==> config.mk <==
export PLATFORM = sky130hd
export DESIGN_NAME = background_tile_pixel_fetcher_flat
export DESIGN_NICKNAME = d
export VERILOG_FILES = /design/src/hdl/bgf_pkg.sv /design/src/hdl/bgf_in_if.sv /design/src/hdl/bgf_out_if.sv /design/src/hdl/background_tile_pixel_fetcher.sv /design/src/flat_wrapper.sv
export SDC_FILE = /design/constraint.sdc
export NUM_CORES = 1
export LEC_CHECK = 0
export BUFFER_PORTS_ARGS = -buffer_cell sky130_fd_sc_hd__buf_4
export CAP_MARGIN = 20
export CORE_MARGIN = 8
export CORE_UTILIZATION = 51
export CTS_CLUSTER_DIAMETER = 30
export DETAILED_ROUTE_END_ITERATION = 10
export PLACE_DENSITY_LB_ADDON = 0.05
export SKIP_LAST_GASP = 1
export SLEW_MARGIN = 5
export SYNTH_ARGS = -nofsm -noshare
export SYNTH_HDL_FRONTEND = slang
export SYNTH_SLANG_ARGS = --single-unit
==> constraint.sdc <==
create_clock -name clk_i -period 6.5 [get_ports clk_i]
set_input_delay 0.325 -clock clk_i [delete_from_list [all_inputs] [get_ports clk_i]]
set_output_delay 0.325 -clock clk_i [all_outputs]
set_load 0.1 [all_outputs]
==> src/hdl/bgf_pkg.sv <==
// Package for the background tile pixel fetcher: opcodes, fetch steps,
// configuration register indexes, tile map bases and the tile data address helper.
// No dependencies.
`timescale 1ns / 1ps

package bgf_pkg;

  // Item kinds on the request channel.
  typedef enum logic [1:0] {
    OP_START = 2'd0,
    OP_TICK  = 2'd1,
    OP_POP   = 2'd2,
    OP_NOP   = 2'd3
  } opcode_e;

  // Steps of the tile fetch sequence.
  typedef enum logic [1:0] {
    STEP_TILE_ID   = 2'd0,
    STEP_DATA_LOW  = 2'd1,
    STEP_DATA_HIGH = 2'd2,
    STEP_WAIT      = 2'd3
  } fetch_step_e;

  // Configuration register indexes.
  typedef enum logic [2:0] {
    CFG_SCROLL_X           = 3'd0,
    CFG_SCROLL_Y           = 3'd1,
    CFG_BG_MAP_HIGH        = 3'd2,
    CFG_WINDOW_MAP_HIGH    = 3'd3,
    CFG_TILE_DATA_UNSIGNED = 3'd4
  } cfg_reg_e;

  localparam int unsigned CFG_INDEX_W = 3;
  localparam int unsigned CFG_DATA_W  = 8;

  localparam int unsigned FIFO_DEPTH_DEF      = 16;
  localparam int unsigned FETCH_THRESHOLD_DEF = 8;
  localparam int unsigned PIXELS_PER_TILE     = 8;

  localparam logic [15:0] MAP_LOW_BASE       = 16'h9800;
  localparam logic [15:0] MAP_HIGH_BASE      = 16'h9C00;
  localparam logic [15:0] DATA_UNSIGNED_BASE = 16'h8000;
  localparam logic [15:0] DATA_SIGNED_BASE   = 16'h9000;

  // Address of the low data byte of a tile row. Unsigned mode indexes up from
  // the low data base; signed mode treats the id as two's complement around
  // the signed base.
  function automatic logic [15:0] tile_data_addr(input logic       unsigned_mode,
                                                 input logic [7:0] id,
                                                 input logic [7:0] line);
    logic [15:0] base;
    if (unsigned_mode) begin
      base = DATA_UNSIGNED_BASE + {4'h0, id, 4'h0};
    end else begin
      base = DATA_SIGNED_BASE + {{4{id[7]}}, id, 4'h0};
    end
    return base + {12'h000, line[2:0], 1'b0};
  endfunction

endpackage

==> src/hdl/bgf_in_if.sv <==
// Request channel of the background tile pixel fetcher.
// Depends on bgf_pkg.
`timescale 1ns / 1ps

interface bgf_in_if
  import bgf_pkg::*;
();
  logic       valid;
  logic       ready;
  opcode_e    opcode;
  logic [7:0] scanline;
  logic       use_window;
  logic [7:0] read_data;

  modport source (output valid, opcode, scanline, use_window, read_data, input ready);
  modport sink   (input valid, opcode, scanline, use_window, read_data, output ready);
endinterface

==> src/hdl/bgf_out_if.sv <==
// Result channel of the background tile pixel fetcher.
// No dependencies.
`timescale 1ns / 1ps

interface bgf_out_if;
  logic        valid;
  logic        ready;
  logic        pixel_valid;
  logic [1:0]  pixel_color;
  logic [15:0] read_address;
  logic        read_pending;
  logic        fifo_not_empty;

  modport source (output valid, pixel_valid, pixel_color, read_address, read_pending,
                  fifo_not_empty, input ready);
  modport sink   (input valid, pixel_valid, pixel_color, read_address, read_pending,
                  fifo_not_empty, output ready);
endinterface

==> src/hdl/background_tile_pixel_fetcher.sv <==
// Background and window tile pixel fetcher with its pixel FIFO.
// Depends on bgf_pkg, bgf_in_if and bgf_out_if.
`timescale 1ns / 1ps

// Every request produces exactly one result, in the cycle after the request is
// accepted, and while results are taken a new request can be accepted in every
// cycle, one request per clock. The whole update of the fetcher state and the
// pixel FIFO is one short combinational pass from the state registers and the
// request to the next state and the output register. The output register is
// the only buffer between the two sides, so a request is taken whenever that
// register is empty or is being drained in the same cycle; a stalled result
// holds the request side for as long as it waits. A start request latches the
// tile line (scanline plus vertical scroll), the first tile column (upper five
// bits of the horizontal scroll) and the tile map row, and empties the FIFO.
// Every second tick runs one fetch step: tile id read, low data byte read,
// high data byte read, then a wait until the FIFO holds no more than
// FETCH_THRESHOLD pixels and has room for eight, when eight pixels are
// pushed, leftmost first, and the column advances with wrap after 31. The
// byte for the address shown on read_address must be supplied as read_data
// with the acting tick. A pop on an empty FIFO returns pixel_valid low.
// Configuration may only be written while no result is outstanding.
module background_tile_pixel_fetcher
  import bgf_pkg::*;
#(
  parameter int unsigned FIFO_DEPTH      = FIFO_DEPTH_DEF,
  parameter int unsigned FETCH_THRESHOLD = FETCH_THRESHOLD_DEF
) (
  input  logic                   clk_i,
  input  logic                   rst_ni,
  input  logic                   cfg_we_i,
  input  logic [CFG_INDEX_W-1:0] cfg_index_i,
  input  logic [CFG_DATA_W-1:0]  cfg_data_i,
  bgf_in_if.sink                 in_i,
  bgf_out_if.source              out_o
);

  localparam int unsigned IdxW = $clog2(FIFO_DEPTH);
  localparam int unsigned CntW = $clog2(FIFO_DEPTH + 1);

  localparam logic [CntW-1:0] ThreshCnt   = CntW'(FETCH_THRESHOLD);
  localparam logic [CntW-1:0] PushRoomMax = CntW'(FIFO_DEPTH - PIXELS_PER_TILE);
  localparam logic [CntW-1:0] PushCnt     = CntW'(PIXELS_PER_TILE);
  localparam logic [IdxW:0]   DepthWide   = (IdxW + 1)'(FIFO_DEPTH);
  localparam logic [IdxW-1:0] LastIdx     = IdxW'(FIFO_DEPTH - 1);

  // Configuration registers.
  logic [7:0] scroll_x_q, scroll_y_q;
  logic       bg_map_high_q, window_map_high_q, tile_data_unsigned_q;

  always_ff @(posedge clk_i or negedge rst_ni) begin
    if (!rst_ni) begin
      scroll_x_q           <= 8'h00;
      scroll_y_q           <= 8'h00;
      bg_map_high_q        <= 1'b0;
      window_map_high_q    <= 1'b0;
      tile_data_unsigned_q <= 1'b1;
    end else if (cfg_we_i) begin
      unique case (cfg_index_i)
        CFG_SCROLL_X:           scroll_x_q           <= cfg_data_i;
        CFG_SCROLL_Y:           scroll_y_q           <= cfg_data_i;
        CFG_BG_MAP_HIGH:        bg_map_high_q        <= cfg_data_i[0];
        CFG_WINDOW_MAP_HIGH:    window_map_high_q    <= cfg_data_i[0];
        CFG_TILE_DATA_UNSIGNED: tile_data_unsigned_q <= cfg_data_i[0];
        default: ;
      endcase
    end
  end

  // Fetcher state.
  logic [1:0]  tick_phase_q, tick_phase_d;
  fetch_step_e fetch_step_q, fetch_step_d;
  logic [7:0]  tile_line_q, tile_line_d;
  logic [4:0]  tile_column_q, tile_column_d;
  logic [15:0] map_row_base_q, map_row_base_d;
  logic [7:0]  tile_id_q, tile_id_d;
  logic [15:0] data_address_q, data_address_d;
  logic [7:0]  low_byte_q, low_byte_d;
  logic [7:0]  high_byte_q, high_byte_d;
  logic [CntW-1:0] queue_count_q, queue_count_d;
  logic [IdxW-1:0] queue_head_q, queue_head_d;

  // Pixel storage. Entries are only read below the fill count, so they need
  // no reset.
  logic [1:0] pixel_queue_q [FIFO_DEPTH];

  // Output register.
  logic        out_valid_q, out_valid_d;
  logic        pixel_valid_q, pixel_valid_d;
  logic [1:0]  pixel_color_q, pixel_color_d;
  logic [15:0] read_address_q, read_address_d;
  logic        read_pending_q, read_pending_d;
  logic        fifo_not_empty_q;

  logic in_fire;
  logic push_en;
  logic [IdxW:0]   slot_sum [PIXELS_PER_TILE];
  logic [IdxW-1:0] slot_idx [PIXELS_PER_TILE];

  assign in_i.ready = !out_valid_q || out_o.ready;
  assign in_fire    = in_i.valid && in_i.ready;

  // Write slots of the eight pixels of a tile row. A push only happens when
  // head plus count plus offset stays below twice the depth, so one
  // conditional subtract wraps it.
  always_comb begin
    for (int i = 0; i < PIXELS_PER_TILE; i++) begin
      slot_sum[i] = {1'b0, queue_head_q} + (IdxW + 1)'(queue_count_q) + (IdxW + 1)'(i);
      if (slot_sum[i] >= DepthWide) begin
        slot_idx[i] = IdxW'(slot_sum[i] - DepthWide);
      end else begin
        slot_idx[i] = IdxW'(slot_sum[i]);
      end
    end
  end

  always_comb begin
    tick_phase_d   = tick_phase_q;
    fetch_step_d   = fetch_step_q;
    tile_line_d    = tile_line_q;
    tile_column_d  = tile_column_q;
    map_row_base_d = map_row_base_q;
    tile_id_d      = tile_id_q;
    data_address_d = data_address_q;
    low_byte_d     = low_byte_q;
    high_byte_d    = high_byte_q;
    queue_count_d  = queue_count_q;
    queue_head_d   = queue_head_q;
    push_en        = 1'b0;
    pixel_valid_d  = 1'b0;
    pixel_color_d  = 2'b00;

    if (in_fire) begin
      unique case (in_i.opcode)
        OP_START: begin
          tick_phase_d   = 2'd0;
          tile_line_d    = in_i.scanline + scroll_y_q;
          tile_column_d  = scroll_x_q[7:3];
          map_row_base_d = ((in_i.use_window ? window_map_high_q : bg_map_high_q)
                            ? MAP_HIGH_BASE : MAP_LOW_BASE)
                           + {6'b000000, tile_line_d[7:3], 5'b00000};
          queue_count_d  = '0;
          queue_head_d   = '0;
          fetch_step_d   = STEP_TILE_ID;
        end
        OP_TICK: begin
          tick_phase_d = tick_phase_q + 2'd1;
          // Odd phases are the acting ticks.
          if (tick_phase_q[0]) begin
            unique case (fetch_step_q)
              STEP_TILE_ID: begin
                tile_id_d    = in_i.read_data;
                fetch_step_d = STEP_DATA_LOW;
              end
              STEP_DATA_LOW: begin
                data_address_d = tile_data_addr(tile_data_unsigned_q, tile_id_q,
                                                tile_line_q);
                low_byte_d     = in_i.read_data;
                fetch_step_d   = STEP_DATA_HIGH;
              end
              STEP_DATA_HIGH: begin
                high_byte_d  = in_i.read_data;
                fetch_step_d = STEP_WAIT;
              end
              STEP_WAIT: begin
                if (queue_count_q <= ThreshCnt && queue_count_q <= PushRoomMax) begin
                  push_en       = 1'b1;
                  queue_count_d = queue_count_q + PushCnt;
                  tile_column_d = tile_column_q + 5'd1;
                  fetch_step_d  = STEP_TILE_ID;
                end
              end
            endcase
          end
        end
        OP_POP: begin
          if (queue_count_q != '0) begin
            pixel_valid_d = 1'b1;
            pixel_color_d = pixel_queue_q[queue_head_q];
            queue_head_d  = (queue_head_q == LastIdx) ? '0 : queue_head_q + IdxW'(1);
            queue_count_d = queue_count_q - CntW'(1);
          end
        end
        OP_NOP: ;
      endcase
    end
  end

  // Read address announced for the next acting tick, from the updated state.
  always_comb begin
    unique case (fetch_step_d)
      STEP_TILE_ID: begin
        read_address_d = map_row_base_d + {11'h000, tile_column_d};
        read_pending_d = 1'b1;
      end
      STEP_DATA_LOW: begin
        read_address_d = tile_data_addr(tile_data_unsigned_q, tile_id_d, tile_line_d);
        read_pending_d = 1'b1;
      end
      STEP_DATA_HIGH: begin
        read_address_d = data_address_d + 16'h0001;
        read_pending_d = 1'b1;
      end
      STEP_WAIT: begin
        read_address_d = 16'h0000;
        read_pending_d = 1'b0;
      end
    endcase
  end

  assign out_valid_d = in_fire || (out_valid_q && !out_o.ready);

  always_ff @(posedge clk_i or negedge rst_ni) begin
    if (!rst_ni) begin
      tick_phase_q   <= 2'd0;
      fetch_step_q   <= STEP_TILE_ID;
      tile_line_q    <= 8'h00;
      tile_column_q  <= 5'd0;
      map_row_base_q <= 16'h0000;
      tile_id_q      <= 8'h00;
      data_address_q <= 16'h0000;
      low_byte_q     <= 8'h00;
      high_byte_q    <= 8'h00;
      queue_count_q  <= '0;
      queue_head_q   <= '0;
      out_valid_q    <= 1'b0;
    end else begin
      tick_phase_q   <= tick_phase_d;
      fetch_step_q   <= fetch_step_d;
      tile_line_q    <= tile_line_d;
      tile_column_q  <= tile_column_d;
      map_row_base_q <= map_row_base_d;
      tile_id_q      <= tile_id_d;
      data_address_q <= data_address_d;
      low_byte_q     <= low_byte_d;
      high_byte_q    <= high_byte_d;
      queue_count_q  <= queue_count_d;
      queue_head_q   <= queue_head_d;
      out_valid_q    <= out_valid_d;
    end
  end

  // Result payload, loaded only when a request is taken.
  always_ff @(posedge clk_i) begin
    if (in_fire) begin
      pixel_valid_q    <= pixel_valid_d;
      pixel_color_q    <= pixel_color_d;
      read_address_q   <= read_address_d;
      read_pending_q   <= read_pending_d;
      fifo_not_empty_q <= (queue_count_d != '0);
    end
  end

  // Pixel FIFO writes: bit 7 of the data bytes is the leftmost pixel.
  always_ff @(posedge clk_i) begin
    if (push_en) begin
      for (int i = 0; i < PIXELS_PER_TILE; i++) begin
        pixel_queue_q[slot_idx[i]] <= {high_byte_q[7 - i], low_byte_q[7 - i]};
      end
    end
  end

  assign out_o.valid          = out_valid_q;
  assign out_o.pixel_valid    = pixel_valid_q;
  assign out_o.pixel_color    = pixel_color_q;
  assign out_o.read_address   = read_address_q;
  assign out_o.read_pending   = read_pending_q;
  assign out_o.fifo_not_empty = fifo_not_empty_q;

endmodule

==> src/flat_wrapper.sv <==
// flat-port wrapper written by rule: the top's interface ports become plain ports
module background_tile_pixel_fetcher_flat import bgf_pkg::*;
#(
  parameter int unsigned FIFO_DEPTH      = FIFO_DEPTH_DEF,
  parameter int unsigned FETCH_THRESHOLD = FETCH_THRESHOLD_DEF
)
  (clk_i, rst_ni, cfg_we_i, cfg_index_i, cfg_data_i, in_i_valid, in_i_opcode, in_i_scanline, in_i_use_window, in_i_read_data, in_i_ready, out_o_valid, out_o_pixel_valid, out_o_pixel_color, out_o_read_address, out_o_read_pending, out_o_fifo_not_empty, out_o_ready);
  bgf_in_if in_i_i ();
  bgf_out_if out_o_i ();
  input  logic clk_i;
  input  logic rst_ni;
  input  logic cfg_we_i;
  input  logic [CFG_INDEX_W-1:0] cfg_index_i;
  input  logic [CFG_DATA_W-1:0] cfg_data_i;
  input wire logic [$bits(in_i_i.valid)-1:0] in_i_valid;
  input wire logic [$bits(in_i_i.opcode)-1:0] in_i_opcode;
  input wire logic [$bits(in_i_i.scanline)-1:0] in_i_scanline;
  input wire logic [$bits(in_i_i.use_window)-1:0] in_i_use_window;
  input wire logic [$bits(in_i_i.read_data)-1:0] in_i_read_data;
  output wire logic [$bits(in_i_i.ready)-1:0] in_i_ready;
  output wire logic [$bits(out_o_i.valid)-1:0] out_o_valid;
  output wire logic [$bits(out_o_i.pixel_valid)-1:0] out_o_pixel_valid;
  output wire logic [$bits(out_o_i.pixel_color)-1:0] out_o_pixel_color;
  output wire logic [$bits(out_o_i.read_address)-1:0] out_o_read_address;
  output wire logic [$bits(out_o_i.read_pending)-1:0] out_o_read_pending;
  output wire logic [$bits(out_o_i.fifo_not_empty)-1:0] out_o_fifo_not_empty;
  input wire logic [$bits(out_o_i.ready)-1:0] out_o_ready;
  assign in_i_i.valid = in_i_valid;
  assign in_i_i.opcode = in_i_opcode;
  assign in_i_i.scanline = in_i_scanline;
  assign in_i_i.use_window = in_i_use_window;
  assign in_i_i.read_data = in_i_read_data;
  assign in_i_ready = in_i_i.ready;
  assign out_o_valid = out_o_i.valid;
  assign out_o_pixel_valid = out_o_i.pixel_valid;
  assign out_o_pixel_color = out_o_i.pixel_color;
  assign out_o_read_address = out_o_i.read_address;
  assign out_o_read_pending = out_o_i.read_pending;
  assign out_o_fifo_not_empty = out_o_i.fifo_not_empty;
  assign out_o_i.ready = out_o_ready;
  background_tile_pixel_fetcher #(.FIFO_DEPTH(FIFO_DEPTH), .FETCH_THRESHOLD(FETCH_THRESHOLD)) u_core (.clk_i(clk_i), .rst_ni(rst_ni), .cfg_we_i(cfg_we_i), .cfg_index_i(cfg_index_i), .cfg_data_i(cfg_data_i), .in_i(in_i_i), .out_o(out_o_i));
endmodule
==> After elaboration in Yosys (flattened, before gate mapping) <==
Memory sizes are Yosys's and may differ from the RTL's. A register that Yosys moved wholly into a read port is not among the register bits.
Index checks and enable logic that the tools add are counted.
{ "word_totals": {"ff_bits": 116, "mem_bits_rw": 32, "in_bits": 35, "word_cells": 161, "n_memories": 1} }
{ "op_classes": {"n_addsub": 31, "order_cmp": 9, "n_eq_ne": 14, "mux": 59, "reduce_logical": 26} }
{ "memory_table": {"columns": ["name", "words", "word_bits", "rd", "rd_ports_with_merged_regs", "wr", "line", "text"], "rows": [
  ["u_core.pixel_queue_q", 16, 2, 1, 1, 8, "background_tile_pixel_fetcher.sv:84", "logic [1:0] pixel_queue_q [FIFO_DEPTH];"]
]} }
{ "op_table": {"columns": ["operator", "n"], "rows": [
  ["$mux 16", 13],
  ["$pmux 16 s4", 1],
  ["$mux 5", 9],
  ["$ge 5x5->1 const B", 8],
  ["$mux 4", 10],
  ["$add 16x12->16 const A", 2],
  ["$add 16x16->16 const A", 2],
  ["$add 16x4->16", 2],
  ["$mux 8", 4],
  ["$sub 4x1->4 const B", 8],
  ["$add 5x3->5 const B", 4],
  ["$add 16x1->16 const B", 1],
  ["$add 16x10->16", 1],
  ["$add 16x5->16", 1],
  ["$pmux 5 s3", 1],
  ["$reduce_and 2->1", 7],
  ["$mux 11", 1],
  ["$add 5x1->5 const B", 2],
  ["$add 5x2->5 const B", 2],
  ["$eq 2x2->1 const B", 5],
  ["$pmux 5 s2", 1],
  ["$reduce_bool 5->1", 2],
  ["$mux 1", 9],
  ["$add 8x8->8", 1],
  ["other kinds (27)", 42]
]} }

==> Depth between registers and ports, before layout <==
{ "logic_depth": {"depth_word": 13, "ltp_mapped": 19, "mapped_depth_nobuf": 16} }

==> Worst setup path before layout <==
OpenSTA, ideal clock, no wires.
{ "synth_timing": {"kind": "register -> register", "start": "register u_core.out_valid_q, in the netlist u_core.out_o.valid", "end": "register u_core.read_address_q[11], in the netlist u_core.out_o.read_address[11], data pin", "setup_time_ns": 0.265, "t_arrival_ns": 4.232, "required_ns": 6.235, "setup_slack_ns": 2.003, "path_stages_with_launch": 18, "n_path_buf": 5, "period_less_slack_ns": 4.497, "cell_sequence": "dfrtp_1 > nor2b_1 > buf_6 > inv_2 > buf_6 > nand3_1 > buf_2 > clkbuf_1 > clkbuf_1 > o22ai_1 > a21oi_1 > ha_1 > nand3_1 > o21a_1 > o311a_1 > or3_4 > o311a_1 > or3_1"} }
{ "synth_between": {"word_cells_on_any_way": 21} }
{ "synth_lines": {"columns": ["item", "line", "text"], "rows": [
  ["start, declared", "background_tile_pixel_fetcher.sv:87", "logic out_valid_q, out_valid_d;"],
  ["start signal, assigned", "background_tile_pixel_fetcher.sv:238", "out_valid_q <= out_valid_d;"],
  ["$logic_not 1->1", "background_tile_pixel_fetcher.sv:99", "assign in_i.ready = !out_valid_q || out_o.ready;"],
  ["$logic_or 1x1->1", "background_tile_pixel_fetcher.sv:99", null],
  ["named net in_i_ready", "flat_wrapper.sv:20", "output wire logic [$bits(in_i_i.ready)-1:0] in_i_ready;"],
  ["$logic_and 1x1->1", "background_tile_pixel_fetcher.sv:100", "assign in_fire = in_i.valid && in_i.ready;"],
  ["$mux 5", "background_tile_pixel_fetcher.sv:132", "if (in_fire) begin"],
  ["named net u_core.tile_column_d[2]", "background_tile_pixel_fetcher.sv:73", "logic [4:0] tile_column_q, tile_column_d;"],
  ["$add 16x5->16", "background_tile_pixel_fetcher.sv:192", "read_address_d = map_row_base_d + {11'h000, tile_column_d};"],
  ["$pmux 16 s4", "background_tile_pixel_fetcher.sv:190", "unique case (fetch_step_d)"],
  ["named net u_core.read_address_d[11]", "background_tile_pixel_fetcher.sv:90", "logic [15:0] read_address_q, read_address_d;"],
  ["end signal, assigned", "background_tile_pixel_fetcher.sv:247", "read_address_q <= read_address_d;"],
  ["end, declared", "background_tile_pixel_fetcher.sv:90", null]
]} }
The timed path passes the listed nets, and every way through them passes these cells. The select of a mux whose other input is x is not followed.
A chain may end at the register's enable or synchronous reset.

==> Implementation_results.wiki <==
{| class="wikitable"
! Metric !! Value
|-
| Ratio of total power to cell area || 445 mW/mm2
|-
| Arrival time of the worst setup path || 5.25 ns
|-
| Met1 WL || 19,200 um
|-
| Level count of the clock H-tree || 4
|-
| Critical path, cell by cell || ha_1 -> fa_1 -> xor2_2 -> inv_2 -> nand2_1 -> or4_1 -> nor2_1 -> a311o_1 -> a221oi_1 -> o311ai_0
|-
| Port buffer count || 57
|-
| Endpoint type of the worst setup path || flip-flop
|-
| Max Transition Viols Final || 0
|-
| Top cell type's share of synthesized area || 0.201
|-
| Initial standard-cell utilization of the core || 0.512
|-
| Total Routing Usage GR || 0.323
|-
| Number of routed nets with antenna violations || 0
|-
| Library cell used as clock root buffer || sky130_fd_sc_hd__clkbuf_16
|-
| Ports || 58
|-
| Hold Crit Class || in -> reg
|-
| Worst-path cell with the longest stage delay || sky130_fd_sc_hd__xor2_2
|-
| Number of buffers inserted during clock tree synthesis || 17
|-
| Final hold vios || 0
|-
| Worst setup path category || reg -> reg
|-
| Run status || finished clean
|-
| Leakage power figure || 5.14 nW
|-
| Design Area, Final || 0.0128 mm2
|-
| Maximum number of pins on one net before global-route repair || 50
|-
| Clk Latency, worst-skew pair || 0.44 ns
|-
| Top library cells by usage in the layout, fill and taps aside || sky130_fd_sc_hd__nand2_1 (157), sky130_fd_sc_hd__nor2_1 (111), sky130_fd_sc_hd__dfrtp_1 (92), sky130_fd_sc_hd__buf_4 (90), sky130_fd_sc_hd__nand3_1 (86)
|-
| Horizontal die dimension || 166 um
|-
| Detailed Route Iter0 Violations || 1,763
|-
| Bufs on Longest Clock Path || 2
|-
| Most used flip-flop cell after synthesis || sky130_fd_sc_hd__dfrtp_1
|-
| Dominant cell type by area after synthesis || sky130_fd_sc_hd__dfrtp_1
|-
| Largest driver fanout on the critical path || 20
|-
| Gp weighted congestion || 1.09
|-
| Critical register-to-register path startpoint || u_core.queue_head_q[0]$_DFFE_PN0P_
|-
| Sum of routed wire length over all layers || 45,700 um
|-
| # DRC || 0
|-
| Antenna violations before repair || 0
|-
| Clock sink count || 146
|-
| Worst setup skew after layout || 0.0140 ns
|-
| Wire length of the first global-routing pass || 68,800 um
|-
| Unrepaired setup endpoints after global routing || no
|-
| Combinational family with the most area after synthesis || simple AND/OR/NAND/NOR gates
|-
| Fin crit share || 0.797
|-
| Synthesized area || 0.0115 mm2
|-
| Layout Area Growth over Synthesis || 11.4%
|-
| Part of the Yosys area used for sequential elements || 0.342
|-
| Cells after Synth || 1,319
|-
| Complex-gate fraction of the synthesized area || 0.207
|-
| Area of placed instances || 0.0121 mm2
|-
| Site row count || 55
|-
| Overall die height || 166 um
|-
| Number of synthesized flops with an enable pin || 53
|-
| # nets final || 1,401
|-
| Number of failing setup endpoints in the final timing report || 0
|-
| Share of synthesized cell area in and, or, nand and nor gates || 0.241
|-
| Net count of the mapped netlist || 1,382
|-
| Count of maximum capacitance violations || 0
|-
| Worst path max stage delay || 0.71 ns
|-
| Highest metal layer used by the detailed router || met5
|-
| Average wire per standard cell || 27.9 um
|-
| Die Area || 0.0275 mm2
|-
| Total placed cells including tap cells || 1,603
|-
| Via count of the first global-routing pass || 11,200
|-
| Critical Path RT || 6.57 ns
|-
| Share of cells above drive strength 1 || 0.161
|-
| Final min period || 5.18 ns
|-
| 1st-pass router iterations || 7
|-
| Distinct cell type count after synthesis || 91
|-
| Yosys Warn Count || 0
|-
| WL met3 || 6690 um
|-
| Launch point of the worst hold path || in_i_read_data[0]
|-
| Total length of routed met2 wires || 17,900 um
|-
| Multiplexer share of the synthesized area || 0.0898
|-
| Overall overflow remaining after global route || 0
|-
| Number of non-filler instances in the completed layout || 1,637
|-
| Max transition margin || 0.212
|-
| Flip-flop and latch count after synthesis || 146
|-
| Maximum ir drop on the vdd rail || 377 uV
|-
| Worst Setup SP || u_core.queue_head_q[0]$_DFFE_PN0P_
|-
| DR vias || 11,600
|-
| Setup slack of the worst register-to-register path || 1.32 ns
|-
| Clk slew on worst S/H paths || 0.07 ns
|-
| Max frequency || 0.193 GHz
|-
| Number of gates given a new drive strength after cts || 0
|-
| Most common cell after layout, fill and taps aside || sky130_fd_sc_hd__nand2_1
|-
| Fraction of synthesis flops using an asynchronous set or reset pin || 0.637
|-
| Leading post-synthesis cells by cell area || sky130_fd_sc_hd__dfrtp_1 (20%), sky130_fd_sc_hd__edfxtp_1 (14%), sky130_fd_sc_hd__nand2_1 (5.1%)
|-
| Clock tree from TritonCTS || done
|-
| Post-detail-place hpwl || 32,700 um
|-
| Share of synthesized cell area in full adder, half adder and majority cells || 0.0319
|-
| Startpoint type of the worst setup path || flip-flop
|-
| Placeable core region || 0.0224 mm2
|-
| Average via count per standard cell || 7.11
|-
| Setup TNS Final || 0 ns
|-
| Post-Synth XOR/XNOR Area || 0.0436
|-
| Worst-margin pin slew || 1.17 ns
|-
| Post-synthesis area per instance || 8.69 um2
|}
[flip-flops by register name (all words and copies together), names as in the netlist, 2 cells and up]
signal	cells
u_core.out_o.pixel_color	2
u_core.tile_column_q	5
u_core.tile_line_q	3
u_core.pixel_queue_q	32
u_core.scroll_x_q	5
u_core.fetch_step_q	2
u_core.high_byte_q	8
u_core.out_o.read_address	16
u_core.low_byte_q	8
u_core.tile_id_q	8
u_core.queue_count_q	5
u_core.queue_head_q	4
u_core.data_address_q	16
u_core.map_row_base_q	16
u_core.scroll_y_q	8
[cells in the mapped netlist, types with 20 or more instances]
cell type                  number
sky130_fd_sc_hd__ha_1          26
sky130_fd_sc_hd__a21oi_1       60
sky130_fd_sc_hd__a31oi_1       22
sky130_fd_sc_hd__nand3_1       86
sky130_fd_sc_hd__nand2_1      157
sky130_fd_sc_hd__inv_1         31
sky130_fd_sc_hd__o21ai_0       73
sky130_fd_sc_hd__mux2i_1       24
sky130_fd_sc_hd__nor3_1        52
sky130_fd_sc_hd__clkbuf_1      67
sky130_fd_sc_hd__and2_1        20
sky130_fd_sc_hd__mux2_2        50
sky130_fd_sc_hd__nor2_1       112
sky130_fd_sc_hd__nor4_1        24
sky130_fd_sc_hd__o22ai_1       28
sky130_fd_sc_hd__edfxtp_1      53
sky130_fd_sc_hd__dfrtp_1       92
[worst max-delay path, delay by kind of cell, from the launching register on]
| kind | cells | cell delay (ns) |
|---|---|---|
| buffers and inverters | 1 | 0.42 |
| AND/OR/NAND/NOR | 3 | 1.26 |
| adder cells (fa/ha/maj) | 2 | 0.79 |
| flip-flops | 1 | 0.65 |
| AO/OA/AOI/OAI | 3 | 0.98 |
| XOR/XNOR | 1 | 0.71 |
[report_power, final]
group / switching, mW / internal [mW] / total, mW
registers: 0.215 / 1.12 / 1.34
clock network: 0.494 / 0.521 / 1.01
logic: 2.46 / 0.879 / 3.33
[per-stage QoR]
step / worst slack [ns] / hold slack [ns] / power (mW) / util
3_5_place_dp: 1.58 / 0.383 / 4.46 / 0.543
6_report: 1.32 / 0.109 / 5.69 / 0.571
2_1_floorplan: 2.00 / 0.0294 / 3.38 / -
4_1_cts: 1.54 / 0.104 / 5.49 / 0.571
5_1_grt: 1.21 / 0.116 / 5.82 / 0.571
3_3_place_gp: 1.67 / 0.384 / 4.45 / 0.543
[worst paths after layout]
check                      cells past startpoint                                    end
max                                           10  u_core.pixel_queue_q[11][0]$_DFFE_PP_
min                                            3       u_core.low_byte_q[0]$_DFFE_PN0P_
max reg2reg                                   10  u_core.pixel_queue_q[11][0]$_DFFE_PP_
min reg2reg                                    1    u_core.map_row_base_q[15]$_DFF_PN0_
max in group asynchronous                      3      u_core.queue_count_q[4]$_DFF_PN0_
min in group asynchronous                      2     u_core.queue_head_q[0]$_DFFE_PN0P_
[kinds of logic (layout without fill, tap and decap cells)]
| kind of cell | Yosys count | in the layout |
|---|---|---|
| and+or+nand+nor | 555 | 555 |
| AOI/OAI and AO/OA | 344 | 344 |
| DFF | 146 | 146 |
| buffers and inverters | 124 | 156 |
| muxes | 84 | 84 |
| xor gates and xnor gates | 38 | 38 |
| adders and majority gates | 28 | 28 |
| other | 0 | 1 |
[timing repair]
item,in CTS,in global routing
hold buffers,1,0
hold endpoints to repair,43,0
buffers inserted,0,0
[per-layer routing]
metal,vias up,GRT usage
met3,194,0.130
met2,868,0.432
met1,5530,0.455
li1,5053,-
met4,2,0.118
met5,-,0.0289
[layout make-up]
type / instances / area (um2)
Inverter: 33 / 124
Antenna cell: 1 / 2.50
Clock buffer: 17 / 425
Tap cell: 285 / 357
Sequential cell: 146 / 3920
Fill cell: 2031 / 9600
Timing Repair Buffer: 91 / 686
Clock inverter: 15 / 190
Multi-Input combinational cell: 1049 / 7060
(Power assumes the default switching activity.)
